===== src/sv/speck64_128_block_cipher_core_assert.svh =====
// Assertion macros for the Speck64/128 cipher core
`ifndef SPECK64_128_BLOCK_CIPHER_CORE_ASSERT_SVH
`define SPECK64_128_BLOCK_CIPHER_CORE_ASSERT_SVH

// same-cycle implication
`define SP64_ASSERT_NOW(name, ante, cons, msg) \
   name: assert property (@(posedge clock) disable iff (reset) (ante) |-> (cons)) \
      else $error(msg);

// next-cycle implication
`define SP64_ASSERT_NEXT(name, ante, cons, msg) \
   name: assert property (@(posedge clock) disable iff (reset) (ante) |=> (cons)) \
      else $error(msg);

`endif


===== src/sv/sp64_pkg.sv =====
// Shared constants, types and word functions of the Speck64/128 cipher core
package sp64_pkg;

   localparam int ROUNDS    = 27;
   localparam int ROT_A     = 8;
   localparam int ROT_B     = 3;
   localparam int WORD_W    = 32;
   localparam int BLOCK_W   = 2 * WORD_W;
   localparam int KEY_W     = 64;
   localparam int CSR_IDX_W = 1;
   localparam int RND_W     = (ROUNDS > 1) ? $clog2(ROUNDS) : 1;

   localparam logic [CSR_IDX_W-1:0] REG_KEY_UPPER = 1'b0;
   localparam logic [CSR_IDX_W-1:0] REG_KEY_LOWER = 1'b1;

   localparam logic REQ_ENCRYPT = 1'b0;
   localparam logic REQ_DECRYPT = 1'b1;

   typedef logic [WORD_W-1:0] word_type;
   typedef word_type [ROUNDS-1:0] rkeys_type;

   typedef struct packed {
      logic     valid;
      logic     dec;
      word_type x;
      word_type y;
   } stage_type;

   typedef struct packed {
      logic busy;
   } ks_status_type;

   function automatic word_type rotr(input word_type v, input int r);
      return (v >> r) | (v << (WORD_W - r));
   endfunction

   function automatic word_type rotl(input word_type v, input int r);
      return (v << r) | (v >> (WORD_W - r));
   endfunction

   function automatic word_type swap32(input word_type v);
      return {v[7:0], v[15:8], v[23:16], v[31:24]};
   endfunction

endpackage


===== src/sv/sp64_round_cell.sv =====
// One round cell: forward or inverse Speck round with its stage register
module sp64_round_cell (
   input  logic                clock,
   input  logic                reset,
   input  logic                enable,
   input  sp64_pkg::stage_type stage_in,
   input  sp64_pkg::word_type  rk_enc,
   input  sp64_pkg::word_type  rk_dec,
   output sp64_pkg::stage_type stage_out
);

   sp64_pkg::stage_type out_ff;
   sp64_pkg::stage_type out_in;
   sp64_pkg::word_type  ex;
   sp64_pkg::word_type  ey;
   sp64_pkg::word_type  dx;
   sp64_pkg::word_type  dy;

   assign ex = (sp64_pkg::rotr(stage_in.x, sp64_pkg::ROT_A) + stage_in.y) ^ rk_enc;
   assign ey = sp64_pkg::rotl(stage_in.y, sp64_pkg::ROT_B) ^ ex;
   assign dy = sp64_pkg::rotr(stage_in.y ^ stage_in.x, sp64_pkg::ROT_B);
   assign dx = sp64_pkg::rotl((stage_in.x ^ rk_dec) - dy, sp64_pkg::ROT_A);

   always_comb begin
      out_in.valid = stage_in.valid;
      out_in.dec   = stage_in.dec;
      out_in.x     = (stage_in.dec == sp64_pkg::REQ_DECRYPT) ? dx : ex;
      out_in.y     = (stage_in.dec == sp64_pkg::REQ_DECRYPT) ? dy : ey;
   end

   always_ff @(posedge clock) begin
      if (reset) begin
         out_ff.valid <= 1'b0;
      end else if (enable) begin
         out_ff <= out_in;
      end
   end

   assign stage_out = out_ff;

endmodule


===== config.mk =====
export PLATFORM = sky130hd
export DESIGN_NAME = sp64_round_cell
export DESIGN_NICKNAME = d
export VERILOG_FILES = /design/src/sv/speck64_128_block_cipher_core_assert.svh /design/src/sv/sp64_pkg.sv /design/src/sv/sp64_round_cell.sv
export SDC_FILE = /design/constraint.sdc
export NUM_CORES = 1
export LEC_CHECK = 0
export BUFFER_PORTS_ARGS = -buffer_cell sky130_fd_sc_hd__buf_2
export CAP_MARGIN = 30
export CORE_AREA = 2 2 146 148
export DETAILED_ROUTE_END_ITERATION = 7
export DIE_AREA = 0 0 148 150
export SYNTH_ARGS = -nofsm -noshare
export SYNTH_HDL_FRONTEND = slang
export SYNTH_SLANG_ARGS = --single-unit

===== constraint.sdc =====
create_clock -name clock -period 8 [get_ports clock]
set_input_delay 0.4 -clock clock [delete_from_list [all_inputs] [get_ports clock]]
set_output_delay 0.4 -clock clock [all_outputs]
set_load 0.02 [all_outputs]

==> results.toml, run 1 <==
[worst_setup_path]
reg2reg_depth = 2
endpoint_kind = "flip-flop"
cpMaxStageDelayCell = "fa_1"
crit_path_start = "stage_in[35]"
crit_chain = "buf_2, xor2_1, ha_1, inv_1, fa_1, a21o_1, a21oi_1, o21ai_0, a41oi_2, o21ai_2, a21oi_1, o21ai_0, xnor2_1, a21oi_1"
worst_setup_path_start_kind = "primary input"
slowest_delay_ns = 0.45
cp.required_ns = 8.07
crit_fanout = 5
critPathArrivalTime_ns = 3.44
endpoint = "stage_out[36]"
r2r-end = "stage_out[65]"
r2r-start = "stage_out[65]"
crit_type = "in -> reg"
reg2reg_slack_ns = 7.43
path_common_cell = "a21oi_1"

[cts]
cts_resized = 0
post_cts_buffers = 0
postCtsHoldBufs = 0
cts_buffers = 9
clk_pin_slew_ns = 0.06
clockBufferDepth = 2
cts.htree.levels = 3
cts-root-buf = "clkbuf_16"
tritoncts = "done"
clock_sinks = 66
insertion_delay_ns = 0.34

[floorplan]
die_area_sq_um = 22200
top_level_ports = 199
start_util_pct = 34.4
die_h_um = 150
chipWidth_um = 148
rows = 53
core_region_area_sq_um = 20700

[synth]
netlist_area_sq_um = 7110
synth-seq-cells = 66
synth_mux_area_share_pct = 4.19
synth-edff-count = 65
synth_nets = 954
synthSimpleGateAreaFrac_pct = 9.26
synth-xor-area-share_pct = 25.2
synth_cell_types = 58
yosys-top-cells-count = "109 x xnor2_1, 81 x a21oi_1, 77 x xor2_1"
synth_fa_ha_area_share_pct = 11.5
synth_compound_area_share_pct = 20.1
synth_top_family_by_area = "XOR/XNOR gates"
synthTopCellsByArea = "edfxtp_1 27%, xnor2_1 13%, ha_1 11%"
postSynthCellCount = 757
synth_warnings = 0
ys.flop_type = "edfxtp_1"
synth-seq-area-share_pct = 27.7
async_reset_ff_share_pct = 0
synth_top_area_cell = "edfxtp_1"
yosysMostFrequentCell = "xnor2_1"
synth.top_cell.area_share_pct = 27.5
syn_avg_cell_area_sq_um = 9.39

[drt]
dr_total_vias = 6571
remaining_drc_errors = 0
routed_via_density = 5.35
dr.pass1.iters = 5
drt-total-wl_um = 25900
drtAntennaViolNets = 0
drtIter0Drc = 578
wl_per_cell_um = 21.1

[timing]
hold_viol = 0
finClkSkew_ns = 0
period_share_pct = 42.1
period_needed_ns = 3.37
tightest_slew_ns = 0.885
slew_viol_final = 0
setup_tns_ns = 0
whs_ns = 0.255
setup_violations = 0
slew_headroom_pct = 41.0
rsz0062_at_grt = "no"
max_freq_mhz = 297

[grt]
antenna_found_initial = 0
grt_pass1_vias = 6341
globalRouteTotalUtil_pct = 23.1
overflow = 0
grt_pass1_wl_um = 37800
grt_max_degree = 66

[finish]
drive_gt1_share_pct = 24.4
multi_input_area_sq_um = 5000
finalNetCount = 1145
syn2layout_area_growth_pct = 22.2
final.fill_count = 2102
regArea_sq_um = 1970
diodes = 0
largest_reg_flops = 66

[power]
p_seq_share_pct = 26.5
combPwrFrac_pct = 49.3
clkPwrFrac_pct = 24.2
leakagePower_nw = 3.86
p_switching_uw = 701
intPower_mw = 1.04
ir_worst_vdd_mv = 0.0913
p_per_area_nw_per_um2 = 200
sw_frac_of_total_pct = 40.3

[outcome]
status = "finished clean"

[place]
gp_congestion = 0.956
post-dp-hpwl_um = 21500
io_buffers = 198

[job]
max-cap-violations = 0

[min_path]
hold_path_class = "in -> reg"
## area by class of cell
class | instances | share of cell area [%]
Multi-Input combinational cell | 655 | 57.6
Sequential cell | 66 | 22.7
Timing Repair Buffer | 200 | 11.6
Tap cell | 275 | 3.96
Clock buffer | 9 | 2.59
Clock inverter | 7 | 0.879
Inverter | 16 | 0.691
## cell usage in the layout (no fill, tap or decap), types with 2 or more instances in the layout
| master | count |
|---|---|
| buf_2 | 197 |
| o211ai_1 | 5 |
| nor3_1 | 4 |
| o31ai_1 | 5 |
| xor2_1 | 77 |
| or3_1 | 2 |
| a21o_2 | 3 |
| mux2i_1 | 26 |
| nand2_1 | 44 |
| nor4_1 | 2 |
| a21o_1 | 38 |
| clkbuf_16 | 9 |
| nand2b_1 | 3 |
| inv_1 | 16 |
| inv_6 | 2 |
| o21ai_0 | 35 |
| mux2_2 | 2 |
| a31oi_1 | 7 |
| nor2_1 | 46 |
| clkinvlp_4 | 2 |
| xnor3_1 | 3 |
| nor2b_1 | 4 |
| nand4_1 | 6 |
| and2_1 | 2 |
| ha_1 | 62 |
| buf_4 | 3 |
| o21ai_1 | 6 |
| o21bai_1 | 11 |
| a211oi_1 | 7 |
| xnor2_1 | 109 |
| a41oi_1 | 2 |
| a211o_1 | 2 |
| o21a_1 | 8 |
| fa_1 | 2 |
| and3_1 | 6 |
| nand3_1 | 18 |
| edfxtp_1 | 65 |
| and4_1 | 2 |
| xor3_1 | 4 |
| a21oi_1 | 81 |
## logic make-up after synthesis
group / Yosys count
multiplexers: 29
adder cells (fa/ha/maj): 64
buffers and inverters: 36
AO/OA/AOI/OAI: 225
XOR/XNOR: 193
flip-flops: 66
AND/OR/NAND/NOR: 144
## metrics by stage
stage | utilization [%] | power [mW] | setup WS (ns) | instances | instance area [sq um]
global route | 42.0 | 1.84 | 4.44 | 1228 | 8690
floorplan | - | 1.05 | 4.20 | 757 | 7110
CTS | 42.0 | 1.74 | 4.70 | 1228 | 8690
finish | 42.0 | 1.74 | 4.63 | 1228 | 8690
global placement | 40.5 | 1.32 | 4.41 | 1212 | 8380
detailed placement | 40.5 | 1.31 | 4.34 | 1212 | 8380
## power by group through the flow
stage	Combinational (mW)	Sequential (mW)	Clock (mW)
2_1_floorplan	0.531	0.522	0
3_3_place_gp	0.850	0.470	0
3_5_place_dp	0.846	0.469	0
4_1_cts	0.851	0.462	0.424
5_1_grt	0.932	0.465	0.439
6_report	0.858	0.461	0.420
## critical path, delay by kind of cell
family                     cells  cell delay [ns]
buffers and inverters          2             0.20
adders and majority gates      2             0.64
xor gates and xnor gates       2             0.43
AOI/OAI and AO/OA              8             1.75
## layer usage
layer	up-vias	part of all wire, %	track usage [%]
met5	-	0	0
met4	0	2.8	7.67
met3	41	8.0	3.90
met2	337	44	36.7
met1	3049	45	32.0
li1	3144	-	-
## how the worst min path moves through the flow
stage	from	to	depth (start not counted)
2_1_floorplan	reset	stage_out[65]	1
3_3_place_gp	stage_out[65]	stage_out[65]	2
3_5_place_dp	stage_out[65]	stage_out[65]	2
4_1_cts	reset	stage_out[65]	2
5_1_grt	reset	stage_out[65]	2
6_report	reset	stage_out[65]	2
(Power assumes the default switching activity.)
==> inputs of run 2 (changes only) <==
Clock period 8 ns to 3.5 ns, I/O delays scaled along.
==> run 2 against run 1 <==
Compared with the run above: sequential share of layout area shrank 0.14 points; routed wire length up 2.3%; first-iteration DRC count decreased by 23%; hold slack worse by 0.22 ns; sequential power increased by 130%; die area unchanged; setup slack worse by 4.2 ns; global-route usage grew 0.59 points; core utilization up 0.26 points; power increased by 130%; register-to-register slack got worse by 4.5 ns; design area rose by 0.62%; largest power group unchanged; highest routed layer unchanged.
==> results.toml, run 2 (synthesis results as in run 1) <==
[worst_setup_path]
endpoint_kind = "flip-flop"
r2r-start = "stage_out[65]"
reg2reg_depth = 2
r2r-end = "stage_out[65]"
crit_type = "in -> reg"
reg2reg_slack_ns = 2.93
path_buf_inv = 2
critPathArrivalTime_ns = 3.16
path_common_cell = "xnor2_1"
cp.required_ns = 3.57
crit_fanout = 6
cp_num_cells = 13
slowest_delay_ns = 0.63
crit_chain = "buf_2, xnor2_1, ha_1, nor2b_1, o2111ai_1, a31oi_1, o311ai_0, nand3_1, a21oi_1, buf_4, o21bai_1, xnor2_1, mux2i_1"
cpMaxStageDelayCell = "o311ai_0"
worst_setup_path_start_kind = "primary input"
cp_top_family = "compound AO/OA/AOI/OAI gates"

[power]
p_seq_share_pct = 26.5
p_switching_mw = 1.60
sw_frac_of_total_pct = 40.2
p_per_area_nw_per_um2 = 455
clkPwrFrac_pct = 23.5
combPwrFrac_pct = 50.0
intPower_mw = 2.38
ir_worst_vdd_mv = 0.204
leakagePower_nw = 3.91

[cts]
cts-root-buf = "clkbuf_16"
insertion_delay_ns = 0.34
cts_buffers = 9
clockBufferDepth = 2
cts.htree.levels = 3
clk_pin_slew_ns = 0.06
post_cts_buffers = 0
clock_sinks = 66
postCtsHoldBufs = 0
tritoncts = "done"
cts_resized = 0

[floorplan]
top_level_ports = 199
chipWidth_um = 148
die_area_sq_um = 22200
die_h_um = 150
core_region_area_sq_um = 20700
start_util_pct = 34.4
rows = 53

[finish]
fin_area_sq_um = 8740
final.fill_count = 2113
largest_reg_flops = 66
multi_input_area_sq_um = 5000
finalNetCount = 1153
most-common-layout-cells = "197 x buf_2, 109 x xnor2_1, 81 x a21oi_1, 77 x xor2_1, 65 x edfxtp_1"
mostFrequentLayoutCell = "buf_2"
drive_gt1_share_pct = 25.1
regArea_sq_um = 1970
syn2layout_area_growth_pct = 22.9
diodes = 0

[grt]
antenna_found_initial = 0
globalRouteTotalUtil_pct = 23.7
grt_pass1_wl_um = 38600
grt_max_degree = 66
overflow = 0
grt_pass1_vias = 6396

[timing]
finClkSkew_ns = 0
setup_tns_ns = 0
rsz0062_at_grt = "no"
tightest_slew_ns = 0.884
hold_viol = 0
period_needed_ns = 3.08
setup_violations = 0
period_share_pct = 88.0
max_freq_mhz = 325
slew_headroom_pct = 41.1
slew_viol_final = 0

[drt]
dr.pass1.iters = 5
drt-total-wl_um = 26500
routed_via_density = 5.31
wl_per_cell_um = 21.5
drtIter0Drc = 444
dr_total_vias = 6567
drtAntennaViolNets = 0
remaining_drc_errors = 0

[outcome]
status = "finished clean"

[min_path]
hold_path_class = "in -> reg"
whs_path_depth = 2
min_from = "reset"
holdPathEnd = "stage_out[65]"

[place]
post-dp-hpwl_um = 22000
place_area_sq_um = 8440
gp_congestion = 0.921
io_buffers = 198

[job]
max-cap-violations = 0
==> run 2: cell count changes in the layout (fill, tap and decap cells not counted), sizes merged <==
cell      before  now
inv           18   16
clkinv         2    5
clkinvlp       2    1
buf          200  208
==> run 2: worst max-delay path by stage <==
stage | from | slack [ns] | end
after floorplan | stage_in[35] | 0.67 | stage_out[32]
after global placement | stage_in[36] | 0.1 | stage_out[33]
after detailed placement | stage_in[36] | 0.12 | stage_out[33]
after CTS | stage_in[36] | 0.48 | stage_out[33]
after global routing | stage_in[36] | 0.24 | stage_out[33]
final | stage_in[36] | 0.42 | stage_out[33]
==> run 2: cell type report <==
| cell class | count | area share, % |
|---|---|---|
| multi-input combinational | 655 | 57.2 |
| clock buffer | 9 | 2.58 |
| inverter | 16 | 0.687 |
| tap | 275 | 3.94 |
| timing repair buffer | 208 | 12.2 |
| sequential | 66 | 22.6 |
| clock inverter | 7 | 0.802 |
==> run 2: layer usage <==
layer | GRT usage (%) | wire, um
met5 | 0 | 0
met3 | 3.60 | 1840
met2 | 38.2 | 12000
met4 | 5.71 | 490
met1 | 33.4 | 12200
==> run 2: power by group through the flow <==
stage / Clock [mW] / Sequential, mW / Combinational (mW)
2_1_floorplan: 0 / 1.19 / 1.21
3_3_place_gp: 0 / 1.07 / 1.97
3_5_place_dp: 0 / 1.07 / 1.96
4_1_cts: 0.961 / 1.06 / 1.98
5_1_grt: 0.995 / 1.06 / 2.15
6_report: 0.934 / 1.06 / 1.99
==> run 2: worst reg2reg max path, cell delays in order, from the launching register on <==
cell	delay, ns
dfxtp_1	0.30
mux2i_1	0.11
nor2_1	0.05
==> run 2: metrics by stage <==
| stage | utilization (%) | hold slack, ns | power [mW] | instances | setup slack, ns |
|---|---|---|---|---|---|
| after CTS | 42.2 | 0.0255 | 3.99 | 1236 | 0.483 |
| after global routing | 42.2 | 0.0356 | 4.21 | 1236 | 0.241 |
| final | 42.2 | 0.0354 | 3.98 | 1236 | 0.419 |
| after floorplan | - | 0.247 | 2.41 | 757 | 0.671 |
| after detailed placement | 40.8 | 0.393 | 3.03 | 1220 | 0.120 |
| after global placement | 40.8 | 0.388 | 3.04 | 1220 | 0.0998 |
