[config.mk]
export PLATFORM = sky130hd
export DESIGN_NAME = sp64_key_sched_flat
export DESIGN_NICKNAME = d
export VERILOG_FILES = /design/src/sv/speck64_128_block_cipher_core_assert.svh /design/src/sv/sp64_pkg.sv /design/src/sv/sp64_chan_if.sv /design/src/sv/sp64_key_sched.sv /design/src/flat_wrapper.sv
export SDC_FILE = /design/constraint.sdc
export NUM_CORES = 1
export LEC_CHECK = 0
export ABC_AREA = 1
export BUFFER_PORTS_ARGS = -buffer_cell sky130_fd_sc_hd__buf_4
export CAP_MARGIN = 25
export CORE_AREA = 2 2 360 362
export DETAILED_ROUTE_END_ITERATION = 10
export DIE_AREA = 0 0 362 364
export HOLD_SLACK_MARGIN = 0.1
export SLEW_MARGIN = 20
export SYNTH_ARGS = -nofsm -noshare
export SYNTH_HDL_FRONTEND = slang
export SYNTH_SLANG_ARGS = --single-unit
[constraint.sdc]
create_clock -name clock -period 5.9 [get_ports clock]
set_input_delay 0 -clock clock [delete_from_list [all_inputs] [get_ports clock]]
set_output_delay 0 -clock clock [all_outputs]
set_load 0.02 [all_outputs]
[src/sv/speck64_128_block_cipher_core_assert.svh]
// Assertion macros for the Speck64/128 cipher core
`ifndef SPECK64_128_BLOCK_CIPHER_CORE_ASSERT_SVH
`define SPECK64_128_BLOCK_CIPHER_CORE_ASSERT_SVH

// same-cycle implication
`define SP64_ASSERT_NOW(name, ante, cons, msg) \
   name: assert property (@(posedge clock) disable iff (reset) (ante) |-> (cons)) \
      else $error(msg);

// next-cycle implication
`define SP64_ASSERT_NEXT(name, ante, cons, msg) \
   name: assert property (@(posedge clock) disable iff (reset) (ante) |=> (cons)) \
      else $error(msg);

`endif

[src/sv/sp64_pkg.sv]
// Shared constants, types and word functions of the Speck64/128 cipher core
package sp64_pkg;

   localparam int ROUNDS    = 27;
   localparam int ROT_A     = 8;
   localparam int ROT_B     = 3;
   localparam int WORD_W    = 32;
   localparam int BLOCK_W   = 2 * WORD_W;
   localparam int KEY_W     = 64;
   localparam int CSR_IDX_W = 1;
   localparam int RND_W     = (ROUNDS > 1) ? $clog2(ROUNDS) : 1;

   localparam logic [CSR_IDX_W-1:0] REG_KEY_UPPER = 1'b0;
   localparam logic [CSR_IDX_W-1:0] REG_KEY_LOWER = 1'b1;

   localparam logic REQ_ENCRYPT = 1'b0;
   localparam logic REQ_DECRYPT = 1'b1;

   typedef logic [WORD_W-1:0] word_type;
   typedef word_type [ROUNDS-1:0] rkeys_type;

   typedef struct packed {
      logic     valid;
      logic     dec;
      word_type x;
      word_type y;
   } stage_type;

   typedef struct packed {
      logic busy;
   } ks_status_type;

   function automatic word_type rotr(input word_type v, input int r);
      return (v >> r) | (v << (WORD_W - r));
   endfunction

   function automatic word_type rotl(input word_type v, input int r);
      return (v << r) | (v >> (WORD_W - r));
   endfunction

   function automatic word_type swap32(input word_type v);
      return {v[7:0], v[15:8], v[23:16], v[31:24]};
   endfunction

endpackage

[src/sv/sp64_chan_if.sv]


interface sp64_csr_if;
   logic                          valid;
   logic                          ready;
   logic [sp64_pkg::CSR_IDX_W-1:0] index;
   logic [sp64_pkg::KEY_W-1:0]     data;

   modport source (output valid, output index, output data, input ready);
   modport sink   (input valid, input index, input data, output ready);
endinterface

[src/sv/sp64_key_sched.sv]
// Key registers and sequential round key expansion
module sp64_key_sched (
   input  logic                    clock,
   input  logic                    reset,
   sp64_csr_if.sink                csr,
   output sp64_pkg::rkeys_type     rkeys,
   output sp64_pkg::ks_status_type status
);

   logic [sp64_pkg::KEY_W-1:0] key_upper_ff;
   logic [sp64_pkg::KEY_W-1:0] key_lower_ff;
   logic                       load_ff;
   logic                       run_ff;
   logic                       run_in;
   logic [sp64_pkg::RND_W-1:0] cnt_ff;
   logic [sp64_pkg::RND_W-1:0] cnt_in;
   sp64_pkg::word_type         k_ff;
   sp64_pkg::word_type         k_in;
   sp64_pkg::word_type         q_ff [3];
   sp64_pkg::word_type         nl;
   sp64_pkg::rkeys_type        rk_ff;
   logic                       last_step;

   assign csr.ready = 1'b1;

   always_ff @(posedge clock) begin
      if (reset) begin
         key_upper_ff <= '0;
         key_lower_ff <= '0;
      end else if (csr.valid) begin
         unique case (csr.index)
            sp64_pkg::REG_KEY_UPPER: key_upper_ff <= csr.data;
            sp64_pkg::REG_KEY_LOWER: key_lower_ff <= csr.data;
            default: ;
         endcase
      end
   end

   assign nl        = (k_ff + sp64_pkg::rotr(q_ff[0], sp64_pkg::ROT_A))
                      ^ sp64_pkg::word_type'(cnt_ff);
   assign k_in      = sp64_pkg::rotl(k_ff, sp64_pkg::ROT_B) ^ nl;
   assign last_step = (32'(cnt_ff) == 32'(sp64_pkg::ROUNDS - 2));
   assign cnt_in    = cnt_ff + 1'b1;

   always_comb begin
      run_in = run_ff;
      if (load_ff) begin
         run_in = (sp64_pkg::ROUNDS > 1);
      end else if (run_ff && last_step) begin
         run_in = 1'b0;
      end
   end

   always_ff @(posedge clock) begin
      if (reset) begin
         load_ff <= 1'b1;
         run_ff  <= 1'b0;
         cnt_ff  <= '0;
      end else begin
         load_ff <= csr.valid;
         run_ff  <= run_in;
         if (load_ff) begin
            cnt_ff <= '0;
         end else if (run_ff) begin
            cnt_ff <= cnt_in;
         end
      end
   end

   always_ff @(posedge clock) begin
      if (load_ff) begin
         k_ff     <= sp64_pkg::swap32(key_upper_ff[63:32]);
         q_ff[0]  <= sp64_pkg::swap32(key_upper_ff[31:0]);
         q_ff[1]  <= sp64_pkg::swap32(key_lower_ff[63:32]);
         q_ff[2]  <= sp64_pkg::swap32(key_lower_ff[31:0]);
         rk_ff[0] <= sp64_pkg::swap32(key_upper_ff[63:32]);
      end else if (run_ff) begin
         k_ff           <= k_in;
         q_ff[0]        <= q_ff[1];
         q_ff[1]        <= q_ff[2];
         q_ff[2]        <= nl;
         rk_ff[cnt_in]  <= k_in;
      end
   end

   assign rkeys       = rk_ff;
   assign status.busy = load_ff || run_ff;

endmodule

[src/flat_wrapper.sv]
// flat-port wrapper written by rule: the top's interface ports become plain ports
module sp64_key_sched_flat 
  (clock, reset, rkeys, status, csr_valid, csr_index, csr_data, csr_ready);
  sp64_csr_if csr_i ();
  input  logic clock;
  input  logic reset;
  output sp64_pkg::rkeys_type rkeys;
  output sp64_pkg::ks_status_type status;
  input wire logic [$bits(csr_i.valid)-1:0] csr_valid;
  input wire logic [$bits(csr_i.index)-1:0] csr_index;
  input wire logic [$bits(csr_i.data)-1:0] csr_data;
  output wire logic [$bits(csr_i.ready)-1:0] csr_ready;
  assign csr_i.valid = csr_valid;
  assign csr_i.index = csr_index;
  assign csr_i.data = csr_data;
  assign csr_ready = csr_i.ready;
  sp64_key_sched u_core (.clock(clock), .reset(reset), .csr(csr_i), .rkeys(rkeys), .status(status));
endmodule
==> results of run 1 <==
==> path summary, 6_finish.rpt <==
| check | cells past startpoint | from | end | slack, ns |
|---|---|---|---|---|
| setup reg to reg | 7 | u_core.cnt_ff[0]$_SDFFE_PP0P_ | u_core.rkeys[21]$_DFFE_PP_ | 2.38 |
| hold / removal | 4 | csr_data[60] | u_core.key_lower_ff[60]$_SDFFE_PP0P_ | 0.13 |
| hold reg to reg | 2 | u_core.key_lower_ff[38]$_SDFFE_PP0P_ | u_core.q_ff[0][62]$_DFFE_PP_ | 0.48 |
| setup / recovery | 7 | u_core.cnt_ff[0]$_SDFFE_PP0P_ | u_core.rkeys[21]$_DFFE_PP_ | 2.38 |
==> repair_timing <==
action                                 CTS  global route
buffers inserted                         0             0
hold buffers                           181             0
endpoints found under the hold margin  135             0
==> state kept, by name, summed over array words and instances (netlist names) <==
name / count
u_core.key_lower_ff: 64
u_core.q_ff: 96
u_core.run_ff: 1
u_core.rkeys: 864
u_core.k_ff: 32
u_core.load_ff: 1
u_core.key_upper_ff: 64
u_core.cnt_ff: 5
==> cell families (layout without fill, tap and decap cells) <==
| logic type | Yosys count | in the layout |
|---|---|---|
| other | 1 | 6 |
| DFF | 1127 | 1127 |
| xor gates and xnor gates | 45 | 45 |
| AOI/OAI and AO/OA | 216 | 216 |
| and+or+nand+nor | 1030 | 1030 |
| buffers and inverters | 245 | 1556 |
| adders and majority gates | 37 | 37 |
==> through the flow <==
stage	worst slack, ns	instance area, µm²	power [W]	std cells
finish	2.38	55000	0.0209	5692
global route	2.12	55000	0.0215	5691
CTS	2.35	55000	0.0210	5686
detailed placement	2.42	49200	0.0134	5290
global placement	2.61	49200	0.0133	5288
floorplan	2.24	39700	0.0116	2701
==> power by group <==
group          switching, W  internal (W)
Clock               0.00320       0.00431
Sequential         0.000142       0.00993
Combinational       0.00258      0.000712
==> metal layers <==
layer	up-vias	part of all wire (%)	global-route usage (%)
li1	11831	-	-
met1	13375	39	26.2
met2	1189	51	37.4
met3	191	6.9	4.22
met4	6	2.7	6.66
met5	-	0.026	0
==> cell type report <==
type / instances / area, µm²
diodes: 5 / 12.5
clock buffers: 138 / 3030
clock inverters: 77 / 902
fillers: 11622 / 73300
inverters: 170 / 642
multi-input cells: 1329 / 6550
flip-flops and latches: 1127 / 32500
well taps: 1675 / 2100
repair buffers: 1171 / 9290
==> critical path: stages, from the launching register on <==
cell and delay, ns:
sky130_fd_sc_hd__dfxtp_1 0.47, sky130_fd_sc_hd__ha_1 0.24, sky130_fd_sc_hd__nand3_1 0.10, sky130_fd_sc_hd__xor2_1 0.29, sky130_fd_sc_hd__nand3_2 0.27, sky130_fd_sc_hd__nor2_4 0.62, sky130_fd_sc_hd__nor2_2 0.26, sky130_fd_sc_hd__nor2_4 0.82
==> cells in the mapped netlist (3+ instances only) <==
library cell	count	area, µm²
sky130_fd_sc_hd__ha_1	36	450
sky130_fd_sc_hd__dfxtp_1	135	2700
sky130_fd_sc_hd__nor2_2	4	25.0
sky130_fd_sc_hd__edfxtp_1	992	29800
sky130_fd_sc_hd__a31oi_1	13	81.3
sky130_fd_sc_hd__xor2_2	5	81.3
sky130_fd_sc_hd__xnor2_2	4	65.1
sky130_fd_sc_hd__nand3_1	82	410
sky130_fd_sc_hd__nand3_2	8	80.1
sky130_fd_sc_hd__buf_1	3	11.3
sky130_fd_sc_hd__nor2_1	324	1220
sky130_fd_sc_hd__inv_2	11	41.3
sky130_fd_sc_hd__o21a_1	3	22.5
sky130_fd_sc_hd__clkbuf_1	62	233
sky130_fd_sc_hd__nor3_1	3	15.0
sky130_fd_sc_hd__nand2_1	571	2140
sky130_fd_sc_hd__buf_4	4	30.0
sky130_fd_sc_hd__nand3b_1	6	45.0
sky130_fd_sc_hd__nand2_2	26	163
sky130_fd_sc_hd__a21oi_2	3	26.3
sky130_fd_sc_hd__xnor2_1	17	149
sky130_fd_sc_hd__a21oi_1	34	170
sky130_fd_sc_hd__o21ai_0	156	781
sky130_fd_sc_hd__xor2_1	17	149
sky130_fd_sc_hd__inv_1	157	589
sky130_fd_sc_hd__buf_2	6	30.0
==> cell usage in the layout, fill, tap and decap left out, types with 13 or more instances in the layout <==
cell,instances
sky130_fd_sc_hd__clkinv_2,20
sky130_fd_sc_hd__nor2_4,31
sky130_fd_sc_hd__xor2_1,14
sky130_fd_sc_hd__o21ai_0,156
sky130_fd_sc_hd__nor2_1,296
sky130_fd_sc_hd__nand3_1,82
sky130_fd_sc_hd__nand2_1,568
sky130_fd_sc_hd__a31oi_1,13
sky130_fd_sc_hd__clkinv_1,19
sky130_fd_sc_hd__dlygate4sd3_1,181
sky130_fd_sc_hd__bufinv_16,14
sky130_fd_sc_hd__clkbuf_16,115
sky130_fd_sc_hd__dfxtp_1,135
sky130_fd_sc_hd__ha_1,36
sky130_fd_sc_hd__nand2_2,29
sky130_fd_sc_hd__clkbuf_1,16
sky130_fd_sc_hd__a21oi_1,34
sky130_fd_sc_hd__edfxtp_1,992
sky130_fd_sc_hd__inv_1,154
sky130_fd_sc_hd__buf_4,987
==> summary by stage, run 1 <==
Synth
The average instance area after synthesis is 14.7 µm². After synthesis, the share of cell area in mux cells is 0%. The synthesized netlist devotes 10.5% of its cell area to simple gates. The main combinational cell family by area after synthesis is simple AND/OR/NAND/NOR gates.

The count of flip-flops with a built-in enable after synthesis is 992. Summing the areas of all compound-gate instances in the mapped netlist gives 2.85% of the synthesized area. The post-synthesis instance area is 39700 µm². The number of nets in the synthesized netlist is 2806. The most common flop cell mapped by yosys is sky130_fd_sc_hd__edfxtp_1. The number of flip-flops and latches in the synthesized netlist is 1127.

The post-synthesis adder-cell area fraction is 1.19%. The number of warning messages in the yosys log is 0. The synthesized instance count is 2701. In the synthesized netlist the async set-or-reset flop fraction comes to 0%. The XOR/XNOR share of the synthesized area is 1.23%. The sequential area share after synthesis is 81.9%.

After synthesis, the netlist uses 39 different library cells.

Die
The die is 364 µm tall. The number of placed I/O pins is 934. The row count is 132. The area of the die is 132000 µm². From left edge to right edge, the die measures 362 µm. The initial cell density of the core is 30.9%.

The core outline area is 128000 µm².

Clocking
In this run the deepest clock path goes through 3 buffers. The clock insertion delay at the later pin of the skew report is 0.76 ns. The cell at the root of the clock tree is sky130_fd_sc_hd__clkbuf_16. TritonCTS built the clock tree. The post-cts sizing count is 0. The clock tree synthesis step divided the H-tree into 3 levels.

The number of sinks on the clock net is 1127. The number of CTS-inserted buffers is 114. The clock-pin slew reported for the worst setup and hold paths after clock tree synthesis is 0.07 ns.

Timing
The headroom to the max-slew limit is 28.5%. The setup TNS is 0 ns. The final count of hold timing violations is 0.

The setup-violating endpoint count in the final report is 0. Setup repair after global routing left no endpoint under its margin. Based on the critical path, the design can be clocked at up to 284 MHz.

The clock skew is 0.0669 ns. The worst path uses 59.7% of the clock period. The transition time at the pin with the least slew margin is 1.07 ns. For the finished layout, the period the worst path requires is 3.52 ns.

The count of final max-slew check failures is 0. Across all hold checks on the routed design, the worst slack comes to 0.135 ns.

Job
The tool flagged a number of max-cap violations equal to 0.

Cells and area
At the end of the flow, the number of nets in the layout was 4018. At the end of the flow the core is filled with cells to 42.9%. Cells with a size suffix above 1 make up 31.9% of the layout. Relative to the synthesized area, the layout overhead comes to 38.7%.

Run status
The flow ran to the end, and the final reports show no timing, DRC or antenna violations.

Place
The congestion estimate from routability-driven global placement came to 0.903. Detailed placement ended at an HPWL of 99100 µm. The count of input and output buffers is 932.

Global routing
The initial antenna violation count is 15. The maximum number of pins on one net before global-route repair is 106. The first global-routing pass estimated 197000 µm of wire. The total overflow left after global routing is 0.

The via count of the first global-routing pass came to 25311. Across every metal layer, demand over resource in global routing totals 21.3%.

Worst setup path
STA classifies the critical path endpoint as a flop. The worst setup path is launched from a flop. The required time of the worst setup path is 6.22 ns.

Along the worst path, the maximum fanout reaches 32. The critical path start-end classification is reg -> reg. The data arrival time of the critical path is 3.84 ns.

Power
The total power density per cell area is 379 nW/µm². For this design the static power due to leakage is 22.0 nW. The worst-case IR drop observed on VDD is 0.278 mV.

Route
The per-cell routed wire length is 25.5 µm. The number of nets with antenna violations after detailed routing is 0. The average vias per placed instance is 4.67.

For this run, design rule violations remaining after detail routing come to 0. The detailed router finished its first iteration with 2506 violations. The final wirelength is 145000 µm.

Summing over every cut layer, the via total after detailed routing is 26592. The number of optimization iterations in the first detailed-route pass is 7.

Hold path
In this run the worst hold path is classified as in -> reg.
(Power assumes the default switching activity.)
==> run 2: changes to the inputs <==
Clock period 5.9 ns to 3.6 ns, I/O delays scaled along.
==> summary by stage, run 2 (synthesis results as in run 1) <==
Timing
The count of final max-slew check failures was 0. The setup TNS is 0 ns. The slack of the critical path is 0.292 ns. The routed design could run at a clock period as short as 3.31 ns.

The worst pin sits at a relative slew slack of 31.0%. The final count of hold timing violations is 0. The clock skew is 0.0710 ns. Based on the critical path, the design can be clocked at up to 302 MHz. Setup repair after global routing left no endpoint under its margin. Setup violations remaining at the end of the flow were counted as 0. At the pin with the least slew margin, the transition time is 1.03 ns. After layout, the worst path uses 91.9% of the clock period.

Route
The iteration-0 DRC count of the detailed router is 2595. The routed layout has 26746 vias. For this run, design rule violations remaining after detail routing come to 0. Once detail routing completed, the nets flagged for antenna violations numbered 0.

The final wirelength is 144000 µm. The per-cell routed wire length is 25.1 µm. The first detailed-routing pass ran for 6 iterations. Using the TritonRoute via totals, the vias-per-cell ratio works out to 4.67.

Worst setup path
Measured in cells, the most critical reg-to-reg path has a length of 12. The capture instance of the worst register-to-register path is u_core.rkeys[15]$_DFFE_PP_. The highest cell delay on the worst timing path is 0.50 ns.

The startpoint of the most critical register-to-register path is u_core.k_ff[9]$_DFFE_PP_. The data arrival time of the critical path is 3.80 ns. The largest individual stage delay along the critical path comes from the cell sky130_fd_sc_hd__edfxtp_1.

The critical path endpoint category is a flop. Traced cell by cell, the critical path runs through ha_1, nand2_1, inv_1, nand2_1, nand2_1, a21oi_1, nand2_4, xnor2_1, nand2_1, nand2_4, nand3_1, o21ai_1. The peak fanout along the critical path is 30. STA puts the critical path data required time at 4.09 ns. STA classifies the critical path startpoint as a flop.

The critical path start-end classification is reg -> reg. By instance count, the cell type seen most on the critical path is sky130_fd_sc_hd__nand2_1. The slack of the worst reg-to-reg path is 0.29 ns.

Global routing
The via count of the first global-routing pass was 25154. The layer with the highest usage after global routing is met2. The total overflow left after global routing is 0. Entering global routing, the biggest net connects 131 pins. The initial antenna violation count is 7. The met1 layer usage reported by global route is 25.9%. Across every metal layer, demand over resource in global routing totals 21.0%. Global routing used 3.96% of the available met3 tracks. The first-pass GRT wire length is 195000 µm. For this run, global-route usage on met2 was measured as 37.0%.

Clocking
The clock insertion delay at the later pin of the skew report is 0.78 ns. TritonCTS built the clock tree. Clock tree synthesis inserted a total of 114 buffers.

The maximum clock path buffer count is 3. The number of buffers added for setup after CTS is 0. The CTS H-tree depth is 3. The clock-pin slew reported for the worst setup and hold paths after clock tree synthesis is 0.07 ns.

The cell at the root of the clock tree is sky130_fd_sc_hd__clkbuf_16. The number of sinks on the clock net is 1127.

Cells and area
In the final layout, the share of cells above drive strength 1 is 31.7%. The number of standard cells in the final layout excluding fillers is 5732. The summed area of non-filler cells in the final layout is 55200 µm². The most common library cell in the layout ignoring fill and taps is sky130_fd_sc_hd__buf_4.

The register with the most flip-flops in the layout has 864 of them. Relative to the synthesized area, the layout overhead comes to 39.2%. The library cells used most frequently in the layout, excluding fill and tap cells, are sky130_fd_sc_hd__buf_4 (997), sky130_fd_sc_hd__edfxtp_1 (992), sky130_fd_sc_hd__nand2_1 (568). The net total in the final layout is 4053.

Die
For this configuration, the core starts out at a cell density of 30.9%. The row count is 132. The die boundary width is 362 µm. The floorplan step defined a die boundary enclosing 132000 µm². The region available for standard cell placement spans 128000 µm². The die span in y is 364 µm. The number of placed I/O pins is 934.

Hold path
The worst hold path cell count is 4. The worst hold path terminates at u_core.key_lower_ff[50]$_SDFFE_PP0P_. The worst min-delay path category is in -> reg. The launch point of the worst hold path is csr_data[50].

Power
IR analysis of the VDD net gives a maximum drop of 0.512 mV. The total power density per cell area is 604 nW/µm². The cell leakage power is 22.1 nW.

Place
The HPWL after detailed placement is 98200 µm. The congestion estimate from routability-driven global placement came to 0.896. The placed instances occupy a cell area of 49600 µm². Timing analysis after detailed placement gives a worst setup slack of 0.0627 ns. The count of input and output buffers is 932. Once placement completed, the tool counted placed cells totaling 5313.

Run status
The run finished with clean final reports.

Job
Max-cap violations in this run came to 0.
-- run 2: cell types whose count changed in the layout (fill, tap and decap cells not counted), sizes merged --
cell         change
dlygate4sd3     +13
inv              -2
bufinv           -6
clkbuf          +10
buf             +22
diode            +7
clkinvlp         -4
-- run 2: per-stage QoR --
| step | power, W | util [%] | hold slack (ns) |
|---|---|---|---|
| 5_1_grt | 0.0345 | 43.0 | 0.159 |
| 4_1_cts | 0.0336 | 43.0 | 0.103 |
| 3_3_place_gp | 0.0217 | 38.6 | 0.231 |
| 6_report | 0.0333 | 43.0 | 0.152 |
| 2_1_floorplan | 0.0189 | - | 0.0964 |
| 3_5_place_dp | 0.0218 | 38.6 | 0.235 |
-- run 2: final cells by class --
type	instances	area [µm²]
fill	11554	73100
inverter	170	643
clock inverter	65	673
antenna	12	30.0
tap	1675	2100
timing repair buffer	1206	9730
sequential	1127	32500
clock buffer	148	3020
multi-input combinational	1329	6550
-- run 2: routing by layer --
| metal | up-vias | wire, µm | share of wire (%) |
|---|---|---|---|
| li1 | 11926 | - | - |
| met1 | 13559 | 56800 | 39 |
| met2 | 1101 | 74400 | 52 |
| met3 | 160 | 9320 | 6.5 |
| met4 | 0 | 3580 | 2.5 |
| met5 | - | 0 | 0 |
-- run 2: where the power goes --
part	switching [W]	internal, W
registers	0.000249	0.0163
clock network	0.00514	0.00655
logic	0.00398	0.00118
-- run 2: worst max path at each step --
stage,from,to,slack [ns],cells past startpoint
2_1_floorplan,u_core.cnt_ff[0]$_SDFFE_PP0P_,u_core.rkeys[0]$_DFFE_PP_,0.44,7
3_3_place_gp,u_core.k_ff[9]$_DFFE_PP_,u_core.rkeys[15]$_DFFE_PP_,0.06,12
3_5_place_dp,u_core.k_ff[9]$_DFFE_PP_,u_core.rkeys[15]$_DFFE_PP_,0.06,12
4_1_cts,u_core.k_ff[9]$_DFFE_PP_,u_core.rkeys[15]$_DFFE_PP_,0.22,12
5_1_grt,u_core.k_ff[9]$_DFFE_PP_,u_core.rkeys[15]$_DFFE_PP_,0.05,12
6_report,u_core.k_ff[9]$_DFFE_PP_,u_core.rkeys[15]$_DFFE_PP_,0.29,12
-- run 2: repair_timing --
| action | 4_1_cts | 5_1_grt |
|---|---|---|
| endpoints found under the hold margin | 135 | 0 |
| endpoints found under the setup margin | 1 | 0 |
| gates resized for setup | 1 | 0 |
| hold buffers | 194 | 0 |
-- run 2: critical path, delay by kind of cell (launching register included) --
family,cells,cell delay (ns)
compound gates,2,0.48
xor+xnor,1,0.46
fa+ha+maj,1,0.41
buf+inv,1,0.06
flops,1,0.50
simple gates,7,1.11
